**config.mk**
```make
export PLATFORM = sky130hd
export DESIGN_NAME = spd_free_map
export DESIGN_NICKNAME = d
export VERILOG_FILES = /design/src/spd_pkg.sv /design/src/spd_free_map.sv
export SDC_FILE = /design/constraint.sdc
export NUM_CORES = 1
export LEC_CHECK = 0
export BUFFER_PORTS_ARGS = -buffer_cell sky130_fd_sc_hd__buf_2
export CAP_MARGIN = 5
export CORE_MARGIN = 3
export CORE_UTILIZATION = 40
export DETAILED_ROUTE_END_ITERATION = 8
export PLACE_DENSITY = 0.6
export SLEW_MARGIN = 20
export SYNTH_ARGS = -nofsm -noshare
export SYNTH_HDL_FRONTEND = slang
export SYNTH_SLANG_ARGS = --single-unit
```
**constraint.sdc**
```tcl
create_clock -name clk -period 3 [get_ports clk]
set_input_delay 0.45 -clock clk [delete_from_list [all_inputs] [get_ports clk]]
set_output_delay 0.45 -clock clk [all_outputs]
set_load 0.05 [all_outputs]
```
**src/spd_pkg.sv**
```systemverilog
`timescale 1ns / 1ps

package spd_pkg;

    // Operation codes carried by the mode field.
    typedef enum logic [2:0] {
        MODE_CLEAR  = 3'd0,
        MODE_INSERT = 3'd1,
        MODE_LOOKUP = 3'd2,
        MODE_DELETE = 3'd3,
        MODE_UPDATE = 3'd4
    } mode_t;

    // Result status codes.
    typedef enum logic [1:0] {
        ST_OK      = 2'd0,
        ST_SPACE   = 2'd1,
        ST_RANGE   = 2'd2,
        ST_DELETED = 2'd3
    } status_t;

    // Sequencer states of the core.
    typedef enum logic [1:0] {
        S_IDLE = 2'd0,
        S_FIND = 2'd1,
        S_PICK = 2'd2,
        S_EXEC = 2'd3
    } state_t;

    // The deleted-slot map is searched in words of this many slots.
    localparam int GROUP_BITS = 16;
    localparam int GROUP_IW   = 4;

    // Controls from the core to the deleted-slot map.
    typedef struct packed {
        logic clear;     // forget every deleted slot
        logic mark;      // flag the addressed slot as deleted
        logic unmark;    // the addressed slot holds a record again
        logic grp_step;  // first search stage: lowest word with a deleted slot
        logic bit_step;  // second search stage: lowest deleted slot in that word
    } map_ctrl_t;

endpackage

```
**src/spd_free_map.sv**
```systemverilog
`timescale 1ns / 1ps

module spd_free_map #(
    parameter int MAX_SLOTS = 256
) (
    input  logic                             clk,
    input  logic                             rst_n,
    input  spd_pkg::map_ctrl_t               ctrl,
    input  logic [$clog2(MAX_SLOTS)-1:0]     slot,
    output logic [$clog2(MAX_SLOTS)-1:0]     pick,
    output logic                             reuse
);

    localparam int SW = $clog2(MAX_SLOTS);
    localparam int NG = (MAX_SLOTS + spd_pkg::GROUP_BITS - 1) / spd_pkg::GROUP_BITS;
    localparam int GW = (NG > 1) ? $clog2(NG) : 1;

    // One flag per slot; a set flag is a deleted slot below the slot count.
    logic [spd_pkg::GROUP_BITS-1:0] map_reg [NG];

    logic [NG-1:0]                   grp_any;
    logic [GW-1:0]                   grp_sel;
    logic [GW-1:0]                   grp_reg;
    logic                            grp_hit_reg;
    logic [spd_pkg::GROUP_BITS-1:0]  word;
    logic [spd_pkg::GROUP_IW-1:0]    bit_sel;
    logic [SW-1:0]                   pick_reg;
    logic                            reuse_reg;
    logic [GW-1:0]                   slot_grp;
    logic [spd_pkg::GROUP_IW-1:0]    slot_bit;

    assign slot_grp = GW'(int'(slot) / spd_pkg::GROUP_BITS);
    assign slot_bit = spd_pkg::GROUP_IW'(int'(slot) % spd_pkg::GROUP_BITS);

    always_comb
    begin
        grp_sel = '0;
        for (int g = NG - 1; g >= 0; g--)
        begin
            grp_any[g] = |map_reg[g];
            if (grp_any[g])
            begin
                grp_sel = GW'(g);
            end
        end
    end

    always_comb
    begin
        word    = map_reg[grp_reg];
        bit_sel = '0;
        for (int b = spd_pkg::GROUP_BITS - 1; b >= 0; b--)
        begin
            if (word[b])
            begin
                bit_sel = spd_pkg::GROUP_IW'(b);
            end
        end
    end

    always_ff @(posedge clk or negedge rst_n)
    begin
        if (!rst_n)
        begin
            for (int g = 0; g < NG; g++)
            begin
                map_reg[g] <= '0;
            end
        end
        else if (ctrl.clear)
        begin
            for (int g = 0; g < NG; g++)
            begin
                map_reg[g] <= '0;
            end
        end
        else if (ctrl.mark)
        begin
            map_reg[slot_grp][slot_bit] <= 1'b1;
        end
        else if (ctrl.unmark)
        begin
            map_reg[slot_grp][slot_bit] <= 1'b0;
        end
    end

    always_ff @(posedge clk)
    begin
        if (ctrl.grp_step)
        begin
            grp_reg     <= grp_sel;
            grp_hit_reg <= |grp_any;
        end
        if (ctrl.bit_step)
        begin
            pick_reg  <= SW'(int'(grp_reg) * spd_pkg::GROUP_BITS + int'(bit_sel));
            reuse_reg <= grp_hit_reg;
        end
    end

    assign pick  = pick_reg;
    assign reuse = reuse_reg;

endmodule

```
==> run_results.csv <==
group,metric,value,unit
synth,async_reset_ff_frac,0.948,
timing,rsz0062_at_grt,"false",
synth,synth_area_leaders,"dfrtp_1, mux4_2, a21oi_1",
final_layout,seqCellArea,0.00683,sq mm
drt,avgViaCountPerCell,6.64,
synth,yosysTopAreaCell,"dfrtp_1",
worst_setup_path,crit_chain,"buf_12 > mux4_2 > a22o_1 > a221oi_1 > nor4bb_2 > buf_4 > nand3_1 > and3b_1",
floorplan,coreArea,0.0340,sq mm
worst_setup_path,slowest_stage,"mux4_2",
final_layout,final_nets,1523,
clock_network,cts_root_buf,"clkbuf_16",
synth,ys_top_cells_by_count,"nand2_1, a21oi_1, o21ai_0, dfrtp_1, clkbuf_1",
timing,timing.final.crit_share,0.957,
clock_network,worstSkewPairLatency,580,ps
power,leakage,6.34,nW
floorplan,die_h,193,um
timing,fmax,348,MHz
timing,setup_tns,0,ps
synth,ys.flop_type,"dfrtp_1",
placed_design,placed_cell_area,0.0149,sq mm
worst_setup_path,crit_path_end_kind,"flop",
worst_setup_path,cp.buffers_inverters,2,
timing,fin_hold_ws,171,ps
synth,synth_warnings,0,
global_routing,grt_pass1_wl,82200,um
synth,ys_ff_latch,270,
floorplan,ios,24,
final_layout,largest_reg_flops,256,
timing,slew_headroom,0.321,
clock_network,clkTransAtPathRegs,70,ps
outcome,status,"finished, final reports clean",
timing,period_minus_slack,2870,ps
timing,setup_viol,0,
power,peakVddDrop,386,uV
clock_network,cts_sinks,270,
worst_setup_path,crit_type,"flop to flop",
final_layout,layout-drive-gt1-share,0.152,
clock_network,htree_num_levels,1,
floorplan,die_area,0.0372,sq mm
worst_setup_path,crit_path_start_kind,"flop",
worst_setup_path,cp_slowest_stage_delay,500,ps
drt,drt_pass1_iterations,8,
synth,yosysSeqAreaShare,0.489,
global_routing,track_usage,0.294,
synth,yosysMostFrequentCell,"nand2_1",
drt,drc,0,
worst_setup_path,cp_top_family,"compound AO/OA/AOI/OAI gates",
worst_setup_path,crit_fanout,12,
drt,drt_iter0_drc,1734,
power,p_per_area,536,mW/mm^2
clock_network,post_cts_buffers,0,
timing,setup_ws,129,ps
synth,netlist-cell-type-count,48,
synth,netlist.area_leader.share,0.459,
placed_design,place_ws,187,ps
synth,synth_nets,1504,
clock_network,cts_tree,"done",
worst_hold_path,min_path_type,"primary input to flop",
floorplan,core.rowCount,67,
clock_network,clockBufferDepth,3,
timing,tightest_slew,1020,ps
synth,syn_inst,1489,
final_layout,final_area,0.0160,sq mm
placed_design,port_buffers,23,
clock_network,numCtsBuffers,31,
floorplan,initial_core_util,0.411,
drt,wl_per_cell,27.2,um
global_routing,first_global_vias,12600,
synth,synth-edff-count,14,
final_layout,fillCellCount,3211,
timing,hold_viol_final,0,
timing,maxSlewViolCount,0,
global_routing,grt_max_degree,94,
synth,avgSynthCellArea,9.37,sq um
run,maxCapViolCount,0,
global_routing,gr-total-overflow,0,
drt,drtAntennaViolNets,0,
worst_setup_path,worstPathArrival,3200,ps
placed_design,dp_hpwl,36300,um
final_layout,synthToLayoutAreaGrowth,14.9,%
floorplan,die_w,193,um
timing,fin_skew,11.7,ps
final_layout,multi_input_area,0.00669,sq mm
drt,vias,13200,
placed_design,gp_congestion,0.973,
synth,netlist_area,0.0140,sq mm
worst_setup_path,required,3330,ps
global_routing,antenna_found_initial,1,
drt,wl,53900,um
-- per-layer routing --
layer | part of all wire | GRT usage | vias up
li1 | - | - | 5504
met1 | 0.41 | 0.421 | 6671
met2 | 0.45 | 0.447 | 862
met3 | 0.11 | 0.0647 | 120
met4 | 0.032 | 0.0916 | 2
met5 | 0.00035 | 0 | -
-- final cells by class --
type / instances / area share
sequential: 270 / 0.426
multi-input combinational: 1100 / 0.417
timing repair buffer: 104 / 0.0549
clock buffer: 38 / 0.0525
tap: 448 / 0.0350
clock inverter: 19 / 0.0142
inverter: 1 / 0.000234
antenna: 1 / 0.000156
-- metrics by stage --
stage,instances,utilization,total power [mW]
2_1_floorplan,1489,-,4.26
3_3_place_gp,1922,0.440,4.61
3_5_place_dp,1922,0.440,4.62
4_1_cts,1980,0.472,8.61
5_1_grt,1980,0.472,8.83
6_report,1981,0.472,8.60
-- report_power, final --
group | internal (mW) | total [mW] | leakage (nW) | switching (mW)
Clock | 2.41 | 4.03 | 0.537 | 1.62
Sequential | 3.71 | 3.73 | 3.72 | 0.0268
Combinational | 0.264 | 0.836 | 2.08 | 0.572
Total | 6.38 | 8.60 | 6.34 | 2.22
-- timing repair --
action                                  CTS  global route
hold endpoints to repair                 89             0
endpoints found under the setup margin    0             2
hold buffers                              1             0
resized for setup                         0             2
-- cells in the final DEF (no fill, tap or decap), types with 8 or more instances in the layout --
| cell type | count |
|---|---|
| a21oi_1 | 260 |
| a22oi_1 | 12 |
| buf_12 | 11 |
| buf_2 | 21 |
| buf_4 | 69 |
| clkbuf_16 | 31 |
| clkinv_2 | 11 |
| dfrtp_1 | 256 |
| edfxtp_1 | 14 |
| mux4_1 | 8 |
| mux4_2 | 60 |
| nand2_1 | 294 |
| nand3_1 | 13 |
| nand4_1 | 17 |
| nor2_1 | 34 |
| nor2b_1 | 12 |
| nor3_2 | 11 |
| nor4_1 | 66 |
| o21ai_0 | 258 |
-- cell families after synthesis --
family,share of synthesized area
multiplexers,0.112
buffers and inverters,0.0359
AND/OR/NAND/NOR,0.155
flip-flops,0.489
AO/OA/AOI/OAI,0.208
-- path summary, 6_finish.rpt --
check | cells after the start | slack [ps] | endpoint | startpoint
max | 8 | 130 | pick[3]$_SDFFCE_PP0P_ | grp_reg[0]$_SDFFCE_PP0P_
min reg2reg | 0 | 430 | reuse$_DFFE_PP_ | grp_hit_reg$_DFFE_PP_
max in group asynchronous | 3 | 1680 | map_reg[131]$_DFFE_PN0P_ | rst_n
max reg2reg | 8 | 130 | pick[3]$_SDFFCE_PP0P_ | grp_reg[0]$_SDFFCE_PP0P_
min in group asynchronous | 2 | 530 | map_reg[228]$_DFFE_PN0P_ | rst_n
min | 1 | 170 | grp_hit_reg$_DFFE_PP_ | ctrl[1]
-- worst reg2reg max path: stages (launching register included) --
cell and delay, ps:
edfxtp_1 450, buf_12 200, mux4_2 520, a22o_1 280, a221oi_1 400, nor4bb_2 360
buf_4 170, nand3_1 60, and3b_1 180
Note: power is estimated with default switching activity, not from simulation.
